### src/hw/rtl/uvsc_pkg.sv
// ----------------------------------------------------------------------------
// uvsc_pkg
// Shared types, codes and helpers of the uintvar stream codec.
// ----------------------------------------------------------------------------
package uvsc_pkg;

   typedef enum logic [2:0] {
      KIND_BYTE    = 3'd0,
      KIND_VALUE   = 3'd1,
      KIND_SIZE    = 3'd2,
      KIND_NOROOM  = 3'd3,
      KIND_TOOLONG = 3'd4
   } kind_type;

   localparam logic [1:0] MODE_DECODE = 2'd0;
   localparam logic [1:0] MODE_ENCODE = 2'd1;
   localparam logic [1:0] MODE_SIZE   = 2'd2;

   localparam logic CSR_MODE   = 1'b0;
   localparam logic CSR_BUFLEN = 1'b1;

   localparam int          CSR_DATA_BITS = 16;
   localparam logic [15:0] BUFLEN_RESET  = 16'hffff;
   localparam logic [2:0]  MAX_GROUPS    = 3'd5;

   typedef struct packed {
      logic accept;
      logic emit;
   } cmd_type;

   typedef struct packed {
      logic has_result;
      logic enc_multi;
      logic enc_last;
   } status_type;

   function automatic logic [2:0] enc_len(input logic [31:0] v);
      logic [2:0] n;
      if (v < 32'h80) n = 3'd1;
      else if (v < 32'h4000) n = 3'd2;
      else if (v < 32'h200000) n = 3'd3;
      else if (v < 32'h10000000) n = 3'd4;
      else n = 3'd5;
      return n;
   endfunction

   function automatic logic [6:0] group_sel(input logic [31:0] v, input logic [2:0] k);
      logic [6:0] g;
      case (k)
         3'd0: g = v[6:0];
         3'd1: g = v[13:7];
         3'd2: g = v[20:14];
         3'd3: g = v[27:21];
         3'd4: g = {3'b000, v[31:28]};
         default: g = 7'd0;
      endcase
      return g;
   endfunction

endpackage

### src/hw/rtl/uintvar_stream_codec_top.sv
// ----------------------------------------------------------------------------
// uintvar_stream_codec_top
// Uintvar codec: decode bytes to values, encode values to bytes, or size.
// ----------------------------------------------------------------------------
// Decode, size, error and restart-only items do not hold the input, so a new
// beat can be accepted every cycle while the output register drains. An
// encode item of 2 to 5 bytes holds the input until its last byte is loaded,
// since the result port carries one byte per beat; the encoded length is 1
// to 5 bytes. Write the mode and buffer length registers only while the
// block is idle. No clearing pass follows reset.
// ----------------------------------------------------------------------------
module uintvar_stream_codec_top
   import uvsc_pkg::*;
#(
   parameter int POSITION_BITS = 20
) (
   input  logic                     clock,
   input  logic                     reset,
   input  logic                     req_valid,
   output logic                     req_stall,
   input  logic                     req_restart,
   input  logic [7:0]               req_in_byte,
   input  logic [31:0]              req_in_value,
   output logic                     rsp_valid,
   input  logic                     rsp_stall,
   output logic [2:0]               rsp_out_kind,
   output logic [7:0]               rsp_out_byte,
   output logic [31:0]              rsp_out_value,
   output logic [19:0]              rsp_position,
   output logic                     rsp_last,
   input  logic                     csr_write_en,
   input  logic                     csr_index,
   input  logic [CSR_DATA_BITS-1:0] csr_wdata
);

   cmd_type    cmd;
   status_type sts;

   uvsc_ctrl u_ctrl (
      .clock     (clock),
      .reset     (reset),
      .req_valid (req_valid),
      .req_stall (req_stall),
      .rsp_valid (rsp_valid),
      .rsp_stall (rsp_stall),
      .sts       (sts),
      .cmd       (cmd)
   );

   uvsc_dp #(
      .POSITION_BITS (POSITION_BITS)
   ) u_dp (
      .clock         (clock),
      .reset         (reset),
      .csr_write_en  (csr_write_en),
      .csr_index     (csr_index),
      .csr_wdata     (csr_wdata),
      .req_restart   (req_restart),
      .req_in_byte   (req_in_byte),
      .req_in_value  (req_in_value),
      .cmd           (cmd),
      .sts           (sts),
      .rsp_out_kind  (rsp_out_kind),
      .rsp_out_byte  (rsp_out_byte),
      .rsp_out_value (rsp_out_value),
      .rsp_position  (rsp_position),
      .rsp_last      (rsp_last)
   );

   a_no_accept_on_blocked_out: assert property (@(posedge clock) disable iff (reset)
      (req_valid && !req_stall) |-> !(rsp_valid && rsp_stall))
      else $error("input beat accepted while result beat blocked");

   a_hold_input_mid_encode: assert property (@(posedge clock) disable iff (reset)
      (rsp_valid && !rsp_last) |-> req_stall)
      else $error("input open while encode bytes remain");

   a_kind_range: assert property (@(posedge clock) disable iff (reset)
      rsp_valid |-> (rsp_out_kind <= KIND_TOOLONG))
      else $error("result kind out of range");

   a_single_cmd: assert property (@(posedge clock) disable iff (reset)
      !(cmd.accept && cmd.emit))
      else $error("accept and emit in the same cycle");

endmodule

### src/hw/rtl/uvsc_ctrl.sv
// ----------------------------------------------------------------------------
// uvsc_ctrl
// Controller: input handshake, encode byte sequencing, result valid.
// ----------------------------------------------------------------------------
module uvsc_ctrl
   import uvsc_pkg::*;
(
   input  logic       clock,
   input  logic       reset,
   input  logic       req_valid,
   output logic       req_stall,
   output logic       rsp_valid,
   input  logic       rsp_stall,
   input  status_type sts,
   output cmd_type    cmd
);

   typedef enum logic {S_IDLE, S_ENC} state_type;

   state_type state_ff, state_in;
   logic      rsp_valid_ff, rsp_valid_in;
   logic      out_free;
   logic      out_load;

   always_comb begin
      out_free   = !rsp_valid_ff || !rsp_stall;
      cmd.accept = (state_ff == S_IDLE) && req_valid && out_free;
      cmd.emit   = (state_ff == S_ENC) && out_free;
      req_stall  = (state_ff != S_IDLE) || !out_free;
   end

   always_comb begin
      out_load = cmd.emit || (cmd.accept && sts.has_result);

      state_in = state_ff;
      case (state_ff)
         S_IDLE: begin
            if (cmd.accept && sts.enc_multi) state_in = S_ENC;
         end
         S_ENC: begin
            if (cmd.emit && sts.enc_last) state_in = S_IDLE;
         end
         default: state_in = S_IDLE;
      endcase

      if (out_load) rsp_valid_in = 1'b1;
      else if (!rsp_stall) rsp_valid_in = 1'b0;
      else rsp_valid_in = rsp_valid_ff;
   end

   always_ff @(posedge clock) begin
      if (reset) begin
         state_ff     <= S_IDLE;
         rsp_valid_ff <= 1'b0;
      end else begin
         state_ff     <= state_in;
         rsp_valid_ff <= rsp_valid_in;
      end
   end

   assign rsp_valid = rsp_valid_ff;

endmodule

### src/hw/rtl/uvsc_dp.sv
// ----------------------------------------------------------------------------
// uvsc_dp
// Datapath: registers, position, accumulator, byte formation, result beat.
// ----------------------------------------------------------------------------
module uvsc_dp
   import uvsc_pkg::*;
#(
   parameter int POSITION_BITS = 20
) (
   input  logic                     clock,
   input  logic                     reset,
   input  logic                     csr_write_en,
   input  logic                     csr_index,
   input  logic [CSR_DATA_BITS-1:0] csr_wdata,
   input  logic                     req_restart,
   input  logic [7:0]               req_in_byte,
   input  logic [31:0]              req_in_value,
   input  cmd_type                  cmd,
   output status_type               sts,
   output logic [2:0]               rsp_out_kind,
   output logic [7:0]               rsp_out_byte,
   output logic [31:0]              rsp_out_value,
   output logic [19:0]              rsp_position,
   output logic                     rsp_last
);

   localparam int PW = (POSITION_BITS > 20) ? POSITION_BITS : 20;
   localparam logic [POSITION_BITS-1:0] POS_ONE = POSITION_BITS'(1);
   localparam logic [POSITION_BITS-1:0] POS_MAX = '1;

   logic [1:0]               mode_ff;
   logic [15:0]              len_ff;
   logic [POSITION_BITS-1:0] pos_ff, pos_in, pos_eff, pos_inc;
   logic [31:0]              acc_ff, acc_in, acc_eff, acc_shift;
   logic [2:0]               gc_ff, gc_in, gc_eff, gc_inc;
   logic [31:0]              val_ff, val_in;
   logic [2:0]               cnt_ff, cnt_in;
   logic [2:0]               n;
   logic [POSITION_BITS:0]   sum, len_ext;
   logic                     enc_noroom, dec_empty;
   logic                     res_valid, res_last;
   kind_type                 res_kind;
   logic [7:0]               res_byte;
   logic [31:0]              res_value;
   logic [PW-1:0]            pos_wide;

   kind_type    kind_ff;
   logic [7:0]  byte_ff;
   logic [31:0] value_ff;
   logic [19:0] opos_ff;
   logic        last_ff;

   always_comb begin
      pos_eff    = req_restart ? '0 : pos_ff;
      acc_eff    = req_restart ? 32'd0 : acc_ff;
      gc_eff     = req_restart ? 3'd0 : gc_ff;
      pos_inc    = pos_eff + POS_ONE;
      acc_shift  = {acc_eff[24:0], req_in_byte[6:0]};
      gc_inc     = gc_eff + 3'd1;
      n          = enc_len(req_in_value);
      sum        = {1'b0, pos_eff} + (POSITION_BITS+1)'(n);
      len_ext    = (POSITION_BITS+1)'(len_ff);
      enc_noroom = sum > len_ext;
      dec_empty  = {1'b0, pos_eff} >= len_ext;

      pos_in        = pos_ff;
      acc_in        = acc_ff;
      gc_in         = gc_ff;
      val_in        = val_ff;
      cnt_in        = cnt_ff;
      res_valid     = 1'b0;
      res_kind      = KIND_BYTE;
      res_byte      = 8'd0;
      res_value     = 32'd0;
      res_last      = 1'b1;
      sts.enc_multi = 1'b0;

      if (cmd.accept) begin
         pos_in = pos_eff;
         acc_in = acc_eff;
         gc_in  = gc_eff;
         case (mode_ff)
            MODE_DECODE: begin
               res_valid = 1'b1;
               if (dec_empty) begin
                  acc_in   = 32'd0;
                  gc_in    = 3'd0;
                  res_kind = KIND_NOROOM;
               end else begin
                  pos_in = pos_inc;
                  if (gc_inc > MAX_GROUPS) begin
                     acc_in   = 32'd0;
                     gc_in    = 3'd0;
                     res_kind = KIND_TOOLONG;
                  end else if (req_in_byte[7]) begin
                     acc_in    = acc_shift;
                     gc_in     = gc_inc;
                     res_valid = 1'b0;
                  end else begin
                     acc_in    = 32'd0;
                     gc_in     = 3'd0;
                     res_kind  = KIND_VALUE;
                     res_value = acc_shift;
                  end
               end
            end
            MODE_ENCODE: begin
               res_valid = 1'b1;
               if (enc_noroom) begin
                  res_kind = KIND_NOROOM;
               end else begin
                  pos_in        = pos_inc;
                  val_in        = req_in_value;
                  cnt_in        = n - 3'd1;
                  res_byte      = {n != 3'd1, group_sel(req_in_value, n - 3'd1)};
                  res_last      = (n == 3'd1);
                  sts.enc_multi = (n != 3'd1);
               end
            end
            MODE_SIZE: begin
               res_valid = 1'b1;
               res_kind  = KIND_SIZE;
               res_value = 32'(n);
               pos_in    = sum[POSITION_BITS] ? POS_MAX : sum[POSITION_BITS-1:0];
            end
            default: begin
            end
         endcase
      end else if (cmd.emit) begin
         pos_in   = pos_ff + POS_ONE;
         cnt_in   = cnt_ff - 3'd1;
         res_byte = {cnt_ff != 3'd1, group_sel(val_ff, cnt_ff - 3'd1)};
         res_last = (cnt_ff == 3'd1);
      end

      pos_wide       = PW'(pos_in);
      sts.has_result = res_valid;
      sts.enc_last   = (cnt_ff == 3'd1);
   end

   always_ff @(posedge clock) begin
      if (reset) begin
         mode_ff <= MODE_DECODE;
         len_ff  <= BUFLEN_RESET;
         pos_ff  <= '0;
         acc_ff  <= 32'd0;
         gc_ff   <= 3'd0;
         cnt_ff  <= 3'd0;
      end else begin
         if (csr_write_en) begin
            case (csr_index)
               CSR_MODE:   mode_ff <= csr_wdata[1:0];
               CSR_BUFLEN: len_ff  <= csr_wdata[15:0];
               default: begin
               end
            endcase
         end
         pos_ff <= pos_in;
         acc_ff <= acc_in;
         gc_ff  <= gc_in;
         cnt_ff <= cnt_in;
      end
   end

   always_ff @(posedge clock) begin
      val_ff <= val_in;
      if (cmd.emit || (cmd.accept && res_valid)) begin
         kind_ff  <= res_kind;
         byte_ff  <= res_byte;
         value_ff <= res_value;
         opos_ff  <= pos_wide[19:0];
         last_ff  <= res_last;
      end
   end

   assign rsp_out_kind  = kind_ff;
   assign rsp_out_byte  = byte_ff;
   assign rsp_out_value = value_ff;
   assign rsp_position  = opos_ff;
   assign rsp_last      = last_ff;

endmodule

### config.mk
export PLATFORM = sky130hd
export DESIGN_NAME = uintvar_stream_codec_top
export DESIGN_NICKNAME = d
export VERILOG_FILES = /design/src/hw/rtl/uvsc_pkg.sv /design/src/hw/rtl/uintvar_stream_codec_top.sv /design/src/hw/rtl/uvsc_ctrl.sv /design/src/hw/rtl/uvsc_dp.sv
export SDC_FILE = /design/constraint.sdc
export NUM_CORES = 1
export LEC_CHECK = 0
export BUFFER_PORTS_ARGS = -buffer_cell sky130_fd_sc_hd__buf_4
export CAP_MARGIN = 20
export CORE_MARGIN = 5
export CORE_UTILIZATION = 30
export DETAILED_ROUTE_END_ITERATION = 8
export MAX_ROUTING_LAYER = met4
export PLACE_DENSITY = 0.49
export SLEW_MARGIN = 20
export SYNTH_ARGS = -nofsm -noshare
export SYNTH_HDL_FRONTEND = slang
export SYNTH_SLANG_ARGS = --single-unit
### constraint.sdc
create_clock -name clock -period 8.63 [get_ports clock]
set_input_delay 1.726 -clock clock [delete_from_list [all_inputs] [get_ports clock]]
set_output_delay 1.726 -clock clock [all_outputs]
set_load 0.01 [all_outputs]
# --- Yosys cells after proc, flatten, opt, wreduce, memory -nomap -nowiden ---
# Cells that the tools add are included.
classes:
  n_lt_le_gt_ge: 7
  mux: 57
  bitwise: 3
  addsub: 6
  n_eq_ne: 17
  mul: 0
  div: 0
  n_reduce_logical: 21
  shift: 0
op_table:
  columns: ["op", "count"]
  rows:
  - ["two-way mux 25 bit", 5]
  - ["two-way mux 20 bit", 6]
  - ["two-way mux 32 bit", 3]
  - ["one-hot mux 7 bit (5 select lines)", 2]
  - ["one-hot mux 32 bit (2 select lines)", 1]
  - ["one-hot mux 20 bit (3 select lines)", 1]
  - ["two-way mux 3 bit", 14]
  - ["adder 20 x 1 -> 20 bit, second input constant", 2]
  - ["less-than comparator 32 x 15 -> 1 bit, second input constant", 1]
  - ["less-than comparator 32 x 22 -> 1 bit, second input constant", 1]
  - ["less-than comparator 32 x 29 -> 1 bit, second input constant", 1]
  - ["less-than comparator 32 x 8 -> 1 bit, second input constant", 1]
  - ["two-way mux 8 bit", 4]
  - ["adder 20 x 3 -> 21 bit", 1]
  - ["greater-than comparator 21 x 16 -> 1 bit", 1]
  - [">= comparator 20 x 16 -> 1 bit", 1]
  - ["two-way mux 1 bit", 17]
  - ["equality test 3 x 1 -> 1 bit, second input constant", 4]
  - ["equality test 3 x 2 -> 1 bit, second input constant", 4]
  - ["one-hot mux 3 bit (3 select lines)", 1]
  - ["equality test 3 bit, second input constant", 2]
  - ["logical AND 1 bit", 6]
  - ["logical NOT 3 bit", 2]
  - ["inequality test 3 x 1 -> 1 bit, second input constant", 2]
  - ["17 further kinds", 28]
word_totals:
  romBits: 0
  word_cells: 125
  ram_bits: 0
  in_bits: 63
  register_bits: 167
  latchBits: 0
  memories: 0
  output_inout_bits: 66

# --- Longest topological paths before layout ---
# Gate-level depths: netlist of run 1.
logic_depth:
  depth_word: 13
  ltp_mapped: 22
  mapped_depth_nobuf: 21

# --- Hierarchy ---
# Synthesis of run 1 repeated with hierarchy kept, for this count alone.
unflattened:
  cells_unflattened: 1087
  hier_area_um2: 10002.1
modules_own_cells:
  columns: ["module", "area_per_inst_um2", "cells_each", "n_inst"]
  rows:
  - ["uvsc_dp", 9890.7, 1075, 1]
  - ["uvsc_ctrl", 111.4, 12, 1]

# --- Least setup slack after synthesis of run 1 ---
# OpenSTA, ideal clock, no wires.
synth_path:
  path_type: "input-to-reg"
  from: "input port req_in_value[25]"
  to: "register u_dp.val_ff[0], enable pin"
  arrival_ns: 6.649
  n_path_buf: 1
  cell_stages: 18
  setup_ns: 0.387
  path_slack_ns: 1.594
  cell_sequence: "or4_1 nor4_1 nand2_1 a21oi_1 ha_1 a211oi_1 nor3_1 and2_1 xnor2_1 ha_1 nand4_1 or3_1 o32ai_1 a41o_1 and3_1 nand3_1 clkbuf_1 inv_1"
synth_via:
  elab_chain_len: 9
  elab_cells_between_ends: 12
  classes_between: "add/sub: 1; order compare: 5; mux: 4; bitwise: 1; reduce/logical: 1"
synth_lines:
  columns: ["element", "line_no", "text"]
  rows:
  - ["from (decl)", "uintvar_stream_codec_top.sv:23", "input logic [31:0] req_in_value,"]
  - ["less-than comparator 32 x 29 -> 1 bit", "uvsc_pkg.sv:42", "else if (v < 32'h10000000) n = 3'd4;"]
  - ["two-way mux 1 bit", "uvsc_pkg.sv:42", null]
  - ["two-way mux 3 bit", "uvsc_pkg.sv:41", "else if (v < 32'h200000) n = 3'd3;"]
  - ["two-way mux 3 bit", "uvsc_pkg.sv:40", "else if (v < 32'h4000) n = 3'd2;"]
  - ["two-way mux 3 bit (*)", "uvsc_pkg.sv:39", "if (v < 32'h80) n = 3'd1;"]
  - ["adder 20 x 3 -> 21 bit (*)", "uvsc_dp.sv:61", "sum = {1'b0, pos_eff} + (POSITION_BITS+1)'(n);"]
  - ["greater-than comparator 21 x 16 -> 1 bit (*)", "uvsc_dp.sv:63", "enc_noroom = sum > len_ext;"]
  - ["inverter 1 bit (no source line) (*)", null, null]
  - ["AND reduction 3 bit (no source line) (*)", null, null]
  - ["to (signal assigned)", "uvsc_dp.sv:166", "val_ff <= val_in;"]
  - ["to (decl)", "uvsc_dp.sv:36", "logic [31:0] val_ff, val_in;"]
# Mark *: on every way between the ends. The rest lies on a longest branch, timed or not.
# A chain may end at the register's enable or synchronous reset.

# --- Final worst setup path of run 1 ---
layout_path:
  from: "input port req_in_value[25]"
  to: "register u_dp.opos_ff[2] (netlist: u_dp.rsp_position[2]), data pin"
layout_via:
  elab_chain_len: 10
  elab_cells_between_ends: 14
  classes_between: "add/sub: 1; order compare: 5; mux: 8"
layout_lines:
  columns: ["element", "line_no", "text"]
  rows:
  - ["less-than comparator 32 x 29 -> 1 bit", "uvsc_pkg.sv:42", null]
  - ["two-way mux 1 bit", "uvsc_pkg.sv:42", null]
  - ["two-way mux 3 bit", "uvsc_pkg.sv:41", null]
  - ["two-way mux 3 bit", "uvsc_pkg.sv:40", null]
  - ["two-way mux 3 bit (*)", "uvsc_pkg.sv:39", null]
  - ["adder 20 x 3 -> 21 bit (*)", "uvsc_dp.sv:61", null]
  - ["greater-than comparator 21 x 16 -> 1 bit", "uvsc_dp.sv:63", null]
  - ["two-way mux 20 bit", "uvsc_dp.sv:109", "if (enc_noroom) begin"]
  - ["one-hot mux 20 bit (3 select lines) (*)", "uvsc_dp.sv:82", "case (mode_ff)"]
  - ["two-way mux 20 bit (*)", "uvsc_dp.sv:78", "if (cmd.accept) begin"]
  - ["named net u_dp.pos_in[2]", "uvsc_dp.sv:33", "logic [POSITION_BITS-1:0] pos_ff, pos_in, pos_eff, pos_inc;"]
  - ["to (signal assigned)", "uvsc_dp.sv:171", "opos_ff <= pos_wide[19:0];"]
  - ["to (decl)", "uvsc_dp.sv:50", "logic [19:0] opos_ff;"]
# Mark *: on every way through the listed nets, which the timed path passes. The rest lies on a longest branch.

==> flow_summary.json, run 1 <==
{
  "status": "complete, no violations",
  "max_cap_violations": 0,
  "cpMostUsedCell": "buf_4",
  "dpl.hpwl_mm": 21.5,
  "fp.dieH_um": 188,
  "final_antenna_net_count": 0,
  "synthCells": 963,
  "post_cts_buffers": 0,
  "antenna_found_initial": 0,
  "worstPathArrival_ns": 7.50,
  "grt_max_degree": 73,
  "cpPeakStageDelay_ns": 0.57,
  "dr.pass1.iters": 5,
  "crit_slowest_cell": "or4_1",
  "num_rows": 65,
  "final_common_cell": "buf_4",
  "fill_cells": 3193,
  "overflow": 0,
  "finalCritPeriodShare": 0.850,
  "grt_usage": 0.172,
  "holdPathEnd": "u_dp.len_ff[10]",
  "fp.dieArea_sq_um": 35200,
  "finalWorstSetupSlack_ns": 1.29,
  "layout.nets": 1179,
  "synthFlopType": "edfxtp_1",
  "critPathKind": "input port to register",
  "r2r_slack_ns": 3.23,
  "critical_path_buf_inv_count": 3,
  "path_clk_slew_ns": 0.07,
  "cts.sinks": 167,
  "ys_ff_latch": 167,
  "io_pins": 129,
  "wl_per_cell_um": 20.5,
  "hold_viol": 0,
  "power_density_nw_per_um2": 175,
  "finClkSkew_ns": 0.0158,
  "gp_congestion": 0.901,
  "dpl.cell_count": 1445,
  "final_cell_mix": "buf_4, nor2_1, edfxtp_1, dfxtp_1, nand2_1",
  "grt_pass1_wl_mm": 46.6,
  "p_leak_nw": 4.56,
  "relSlewSlack": 0.298,
  "cts_hold_buf": 0,
  "synth_edf_count": 96,
  "hp-start": "u_dp.len_ff[10]",
  "path_cells": "buf_4 > or4_1 > nor4_1 > nand2_1 > a21oi_1 > buf_4 > ha_1 > a211oi_1 > nor3_1 > and2_1 > xnor2_1 > ha_1 > nand4_1 > or3_1 > a211o_1 > a41o_1 > and3_1 > a21boi_1 > buf_4 > nor2_1 > a311oi_2 > a21oi_1",
  "vias": 7993,
  "cts_buffers": 17,
  "drv_slew": 0,
  "ys_seq_area_frac": 0.455,
  "route.final.wire_length_mm": 30.3,
  "syn-num-nets": 1080,
  "required_ns": 8.79,
  "netlist_area_sq_um": 9470,
  "whs_ns": 0.462,
  "synth_area_per_cell_sq_um": 9.83,
  "hold_class": "register to register",
  "critPathLaunchType": "input port",
  "final_area_sq_um": 11400,
  "layout_min_cycle_time_ns": 7.34,
  "drive_gt1_frac": 0.193,
  "io_buffers": 128,
  "place_ws_ns": 0.977,
  "yosys_warnings": 0,
  "rsz0062_at_grt": "no",
  "via_per_inst": 5.41,
  "antenna_cells": 0,
  "start_util": 0.302,
  "cp-end-kind": "register",
  "clk_path_buf_depth": 2,
  "timing.rr.end": "u_dp.rsp_position[2]",
  "max_freq_mhz": 136,
  "die_w_um": 188,
  "ys_async_sr_fraction": 0,
  "cts_tree": "done",
  "grt_pass1_vias": 7967,
  "peakVddDrop_uv": 143,
  "cp_max_fo": 6,
  "cts_htree_levels": 4,
  "r2r_cells": 17,
  "finalSetupTns_ns": 0,
  "setup_viol": 0,
  "synth_cell_type_count": 82,
  "drcViolationCount": 0,
  "postCtsResizedCells": 0,
  "final_cells": 1477,
  "whs_path_depth": 1,
  "placed_area_sq_um": 10800,
  "worst_slew_pin_slew_ns": 1.05,
  "syn2layout_area_growth_pct": 20.3,
  "root_buffer": "clkbuf_16",
  "cp_top_family": "simple AND/OR/NAND/NOR gates",
  "core_sq_um": 31400,
  "drt_iter0_drc": 679,
  "r2r_start": "u_dp.pos_ff[1]",
  "insertion_delay_ns": 0.44
}
-- power breakdown --
group	total, mW	internal [mW]	switching (mW)
clock network	0.795	0.414	0.380
logic	0.284	0.110	0.174
registers	0.919	0.892	0.0269
-- layer usage --
layer  wire length [um]  GRT usage  vias to the layer above  share of wire
li1                   -          -                     3784              -
met1              13600      0.220                     3875           0.45
met2              14100      0.275                      280           0.47
met3               1790     0.0354                       54          0.059
met4                781     0.0545                        0          0.026
met5                  0          -                        -              0
-- cells in the mapped netlist (all sizes together), types with 17 or more instances --
cell type / instances / area share
o21ai: 38 / 0.020
a211oi: 17 / 0.013
ha: 53 / 0.070
and2: 28 / 0.019
nand3: 28 / 0.016
nor2b: 22 / 0.015
nand2b: 18 / 0.012
dfxtp: 71 / 0.15
nand2: 60 / 0.024
nor3: 24 / 0.015
inv: 45 / 0.018
nor2: 100 / 0.040
and3: 30 / 0.020
edfxtp: 96 / 0.30
clkbuf: 41 / 0.017
xnor2: 18 / 0.017
a22oi: 34 / 0.027
a21oi: 51 / 0.028
a211o: 19 / 0.018
-- sequential cells by signal, indices dropped and copies added, names as in the netlist --
name,flops
u_dp.rsp_out_kind,3
u_dp.pos_ff,20
u_dp.val_ff,32
u_dp.gc_ff,3
u_dp.acc_ff,25
u_dp.rsp_position,20
u_dp.rsp_last,1
u_ctrl.rsp_valid,1
u_dp.rsp_out_byte,8
u_dp.rsp_out_value,32
u_dp.mode_ff,2
u_ctrl.state_ff,1
u_dp.cnt_ff,3
u_dp.len_ff,16
-- metrics by stage --
stage,power (mW),utilization
after floorplan,1.09,-
after global placement,1.22,0.343
after detailed placement,1.22,0.343
after CTS,2.02,0.362
after global routing,2.08,0.363
final,2.00,0.363
-- area by class of cell --
| class | instances | area (sq um) | share of cell area |
|---|---|---|---|
| sequential | 167 | 4300 | 0.378 |
| clock inverter | 13 | 144 | 0.0126 |
| multi-input combinational | 694 | 4770 | 0.419 |
| timing repair buffer | 137 | 1030 | 0.0903 |
| clock buffer | 19 | 464 | 0.0408 |
| tap | 402 | 503 | 0.0442 |
| inverter | 45 | 169 | 0.0148 |
-- worst max path at each step --
| stage | start | to | cells after the start | slack, ns |
|---|---|---|---|---|
| 3_3_place_gp | req_in_value[25] | u_dp.val_ff[29] | 20 | 1.18 |
| 2_1_floorplan | req_in_value[25] | u_dp.val_ff[0] | 18 | 1.59 |
| 5_1_grt | req_in_value[25] | u_dp.val_ff[15] | 20 | 0.87 |
| 3_5_place_dp | req_in_value[25] | u_dp.rsp_position[2] | 22 | 0.98 |
| 4_1_cts | req_in_value[25] | u_dp.rsp_position[2] | 22 | 1.43 |
| 6_report | req_in_value[25] | u_dp.rsp_position[2] | 22 | 1.29 |
-- cells by family after synthesis --
family,count (synthesis),share of synthesized area
DFF,167,0.455
AOI/OAI and AO/OA,243,0.188
buffers and inverters,102,0.0444
adders and majority gates,54,0.0722
and+or+nand+nor,354,0.198
xor gates and xnor gates,31,0.0287
muxes,12,0.0141
Note: power is estimated with default switching activity, not from simulation.
==> run 2, diff against run 1 <==
CORE_UTILIZATION = 60   (was 30)
CTS_BUF_LIST = sky130_fd_sc_hd__clkbuf_8   (was unset)
PLACE_DENSITY = 0.85   (was 0.49)
==> run 2 against run 1 <==
- sequential share of layout area up 1.6 points
- non-clock buffer count up 1
- combinational power down 4%
- sequential power about the same
- critical path type unchanged
- largest power group unchanged
==> flow_summary.json, run 2 (same netlist as run 1, synthesis figures left out) <==
{
  "status": "complete, no violations",
  "via_per_inst": 6.33,
  "root_buffer": "clkbuf_8",
  "required_ns": 8.86,
  "power_frac_seq": 0.526,
  "hold_viol": 0,
  "placed_area_sq_um": 10500,
  "finalWorstSetupSlack_ns": 1.00,
  "path_cells": "buf_4 > or4_1 > nor4_1 > nand2_1 > a21oi_1 > buf_4 > ha_1 > a211oi_1 > nor3_1 > and2_1 > xnor2_1 > ha_1 > nand4_1 > or3_1 > o32ai_1 > a41o_1 > nand3_2 > a221oi_2 > nand2_1 > a211oi_1 > a21oi_1",
  "drive_gt1_frac": 0.191,
  "route.final.wire_length_mm": 25.9,
  "grt_max_degree": 73,
  "p_int_mw": 1.22,
  "cts.sinks": 167,
  "post_cts_buffers": 0,
  "combPwrFrac": 0.158,
  "fp.dieH_um": 136,
  "clockPowerShare": 0.316,
  "layout_min_cycle_time_ns": 7.63,
  "num_rows": 46,
  "final_cell_mix": "buf_4, nor2_1, edfxtp_1, dfxtp_1, nand2_1",
  "antenna_cells": 0,
  "r2r_start": "u_dp.pos_ff[1]",
  "dpl.hpwl_mm": 18.7,
  "p_sw_mw": 0.523,
  "core_sq_um": 15700,
  "final_area_sq_um": 10900,
  "dr.pass1.iters": 6,
  "max_cap_violations": 0,
  "critical_path_buf_inv_count": 2,
  "drv_slew": 0,
  "path_depth": 21,
  "final_antenna_net_count": 0,
  "finClkSkew_ns": 0.0142,
  "crit_slowest_cell": "a221oi_2",
  "syn2layout_area_growth_pct": 15.3,
  "power_density_nw_per_um2": 160,
  "worst_slew_pin_slew_ns": 1.08,
  "max_freq_mhz": 131,
  "hold_class": "register to register",
  "peakVddDrop_uv": 93.3,
  "grt_pass1_vias": 7860,
  "cts_buffers": 17,
  "crit_path_start": "req_in_value[25]",
  "layout.nets": 1180,
  "hp-start": "u_dp.len_ff[7]",
  "worstPathArrival_ns": 7.86,
  "vias": 8178,
  "final_common_cell": "buf_4",
  "cp-end-kind": "register",
  "wl_per_cell_um": 20.1,
  "relSlewSlack": 0.278,
  "cts_htree_levels": 4,
  "cpPeakStageDelay_ns": 0.89,
  "fp.dieArea_sq_um": 18400,
  "io_pins": 129,
  "grt_usage": 0.292,
  "grt_pass1_wl_mm": 40.8,
  "start_util": 0.605,
  "rsz0062_at_grt": "no",
  "antenna_found_initial": 0,
  "cts_hold_buf": 0,
  "gp_congestion": 1.01,
  "overflow": 0,
  "critPathKind": "input port to register",
  "io_buffers": 128,
  "critPathLaunchType": "input port",
  "place_ws_ns": 0.704,
  "cp_max_fo": 11,
  "path_clk_slew_ns": 0.10,
  "insertion_delay_ns": 0.48,
  "clk_path_buf_depth": 2,
  "total_power_mw": 1.74,
  "whs_path_depth": 1,
  "finalCritPeriodShare": 0.884,
  "cts_tree": "done",
  "drcViolationCount": 0,
  "switching_share": 0.300,
  "drt_iter0_drc": 948,
  "postCtsResizedCells": 0,
  "finalSetupTns_ns": 0,
  "r2r_cells": 16,
  "p_leak_nw": 4.47,
  "setup_viol": 0,
  "die_w_um": 136,
  "final_util": 0.697,
  "cp_top_family": "compound AO/OA/AOI/OAI gates"
}
[run 2: area by class of cell]
cell class	instances	area, sq um
clock buffer	17	234
multi-input combinational	694	4750
sequential	167	4300
tap	216	270
fill	1235	4740
inverter	45	169
clock inverter	15	155
timing repair buffer	138	1040
[run 2: power groups by stage]
stage	Sequential, mW	Clock [mW]	Combinational, mW
finish	0.917	0.550	0.274
global route	0.921	0.596	0.297
CTS	0.917	0.556	0.272
detailed placement	0.934	0	0.271
global placement	0.934	0	0.265
floorplan	0.941	0	0.145
[run 2: worst paths after layout]
kind                           endpoint  slack [ns]
hold reg to reg          u_dp.len_ff[7]        0.47
hold / removal           u_dp.len_ff[7]        0.47
setup / recovery  u_dp.rsp_position[14]        1.00
setup reg to reg  u_dp.rsp_position[14]        2.89
[run 2: metal layers]
metal | global-route usage | part of all wire | vias up
met5 | - | 0 | -
met4 | 0.147 | 0.045 | 0
met3 | 0.0568 | 0.084 | 88
met2 | 0.463 | 0.47 | 431
met1 | 0.357 | 0.40 | 3886
li1 | - | - | 3773
[run 2: worst register-to-register path, stage by stage (launching register included)]
cell and delay [ns]:
dfxtp_1 0.44, nor2b_1 0.49, ha_1 0.33, a211oi_1 0.60, nor3_1 0.23, and2_1 0.24, xnor2_1 0.14, ha_1 0.29
nand4_1 0.12, or3_1 0.42, o32ai_1 0.33, a41o_1 0.19, nand3_2 0.11, a221oi_2 0.89, nand2_1 0.24, a211oi_1 0.37
a21oi_1 0.07
[run 2: stage by stage]
| stage | instances | hold slack, ns |
|---|---|---|
| after global placement | 1260 | 0.445 |
| after floorplan | 963 | 0.435 |
| after CTS | 1292 | 0.471 |
| final | 1292 | 0.467 |
| after global routing | 1292 | 0.484 |
| after detailed placement | 1260 | 0.449 |
==> run 3, diff against run 2 <==
CORE_MARGIN = 2   (was 5)
REMOVE_ABC_BUFFERS = 1   (was unset)
==> run 3 against run 2 <==
- sequential share of layout area decreased by 0.26 points
- first-iteration DRC count up 6.2%
- non-clock buffer count shrank 2
- critical endpoint unchanged
- wire length shrank 1.4%
- cell count down 0.54%
- clock power rose by 20%
- highest routed layer unchanged
- maximum frequency shrank 2.0%
- global-route usage increased by 2.8 points
==> flow_summary.json, run 3 (same netlist as run 1, synthesis figures left out) <==
{
  "whs_ns": 0.468,
  "cpPeakStageDelay_ns": 0.90,
  "cts.sinks": 167,
  "final_cells": 1285,
  "die_w_um": 130,
  "dpl.hpwl_mm": 17.8,
  "drive_gt1_frac": 0.190,
  "drcViolationCount": 0,
  "insertion_delay_ns": 0.48,
  "combPwrFrac": 0.148,
  "max_cap_violations": 0,
  "root_buffer": "clkbuf_8",
  "drt_iter0_drc": 1007,
  "hold_viol": 0,
  "path_cells": "buf_4 > or4_1 > nor4_1 > nand2_1 > a21oi_1 > ha_1 > a211oi_1 > nor3_1 > and2_1 > xnor2_1 > ha_1 > nand4_1 > or3_1 > o32ai_1 > a41o_1 > nand3_2 > a221oi_2 > nand2_1 > a211oi_1 > a21oi_1",
  "max_freq_mhz": 128,
  "peakVddDrop_uv": 122,
  "fp.dieArea_sq_um": 16800,
  "setup_viol": 0,
  "rsz0062_at_grt": "no",
  "placed_area_sq_um": 10500,
  "wl_per_cell_um": 19.9,
  "dpl.cell_count": 1253,
  "start_util": 0.618,
  "critPathLaunchType": "input port",
  "vias": 8248,
  "switching_share": 0.276,
  "grt_pass1_wl_mm": 40.2,
  "syn2layout_area_growth_pct": 16.1,
  "dr.pass1.iters": 7,
  "cp_max_fo": 11,
  "final_area_sq_um": 11000,
  "via_per_inst": 6.42,
  "finalCritPeriodShare": 0.902,
  "drv_slew": 0,
  "p_leak_nw": 4.50,
  "hold_class": "register to register",
  "cts_hold_buf": 0,
  "antenna_found_initial": 0,
  "worst_slew_pin_slew_ns": 1.07,
  "io_buffers": 128,
  "finClkSkew_ns": 0.0201,
  "p_sw_mw": 0.510,
  "grt_max_degree": 73,
  "final_common_cell": "buf_4",
  "p_int_mw": 1.34,
  "num_rows": 45,
  "worstPathArrival_ns": 8.01,
  "route.final.wire_length_mm": 25.6,
  "register_area_sq_um": 4300,
  "clk_path_buf_depth": 2,
  "cp-end-kind": "register",
  "crit_slowest_cell": "a221oi_2",
  "postCtsResizedCells": 0,
  "final_antenna_net_count": 0,
  "post_cts_buffers": 0,
  "grt_pass1_vias": 7600,
  "critPathKind": "input port to register",
  "fill_cells": 1168,
  "status": "complete, no violations",
  "layout_min_cycle_time_ns": 7.79,
  "grt_usage": 0.320,
  "core_sq_um": 15300,
  "multi_input_area_sq_um": 4750,
  "cts_tree": "done",
  "finalWorstSetupSlack_ns": 0.844,
  "power_frac_seq": 0.496,
  "final_cell_mix": "buf_4, nor2_1, edfxtp_1, dfxtp_1, nand2_1",
  "relSlewSlack": 0.287,
  "cts_htree_levels": 4,
  "required_ns": 8.85,
  "cts_buffers": 17,
  "finalSetupTns_ns": 0,
  "gp_congestion": 0.998,
  "fp.dieH_um": 130,
  "path_clk_slew_ns": 0.11,
  "overflow": 0,
  "io_pins": 129,
  "clockPowerShare": 0.356,
  "place_ws_ns": 0.518,
  "power_density_nw_per_um2": 168,
  "antenna_cells": 0,
  "layout.nets": 1178
}
==> run 3: cell count changes in the layout (fill, tap and decap cells not counted) <==
cell,previous run,this run
clkinv_8,2,1
buf_4,138,136
o21ai_2,2,1
o21ai_4,0,1
clkinvlp_4,2,1
inv_6,4,3
inv_4,1,0
clkbuf_8,17,18
bufinv_16,0,4
inv_12,1,0
inv_8,4,5
clkinv_2,1,0
==> run 3: routing by layer <==
metal,vias to the layer above,part of all wire,track usage
met3,108,0.084,0.0570
met1,3868,0.40,0.398
li1,3772,-,-
met2,500,0.47,0.510
met5,-,0,-
met4,0,0.047,0.145
==> run 3: final cells by class <==
cell class,count,area share
clock buffers,18,0.0225
clock inverters,14,0.0206
inverters,45,0.0154
multi-input cells,694,0.433
flip-flops and latches,167,0.392
well taps,211,0.0240
repair buffers,136,0.0929
==> run 3: power by group through the flow <==
stage	Clock, mW	Sequential, mW	Combinational, mW
floorplan	0	0.944	0.127
global placement	0	0.933	0.264
detailed placement	0	0.934	0.269
CTS	0.662	0.916	0.270
global route	0.700	0.921	0.297
finish	0.659	0.916	0.274
==> run 3: worst paths after layout <==
check	start	to	slack, ns	cells after the start
setup / recovery	req_in_value[25]	u_dp.rsp_position[14]	0.84	20
hold / removal	u_dp.len_ff[11]	u_dp.len_ff[11]	0.47	1
setup reg to reg	u_dp.pos_ff[1]	u_dp.rsp_position[14]	2.91	16
hold reg to reg	u_dp.len_ff[11]	u_dp.len_ff[11]	0.47	1
==> run 3: critical path: cells and delay by family <==
family | cells | cell delay, ns
buffers and inverters | 1 | 0.13
adders and majority gates | 2 | 0.63
AOI/OAI and AO/OA | 7 | 2.90
and+or+nand+nor | 9 | 2.49
xor gates and xnor gates | 1 | 0.13
==> run 3: per-stage QoR <==
stage / total power [mW] / util
finish: 1.85 / 0.717
global route: 1.92 / 0.717
CTS: 1.85 / 0.717
detailed placement: 1.20 / 0.686
global placement: 1.20 / 0.686
floorplan: 1.07 / -
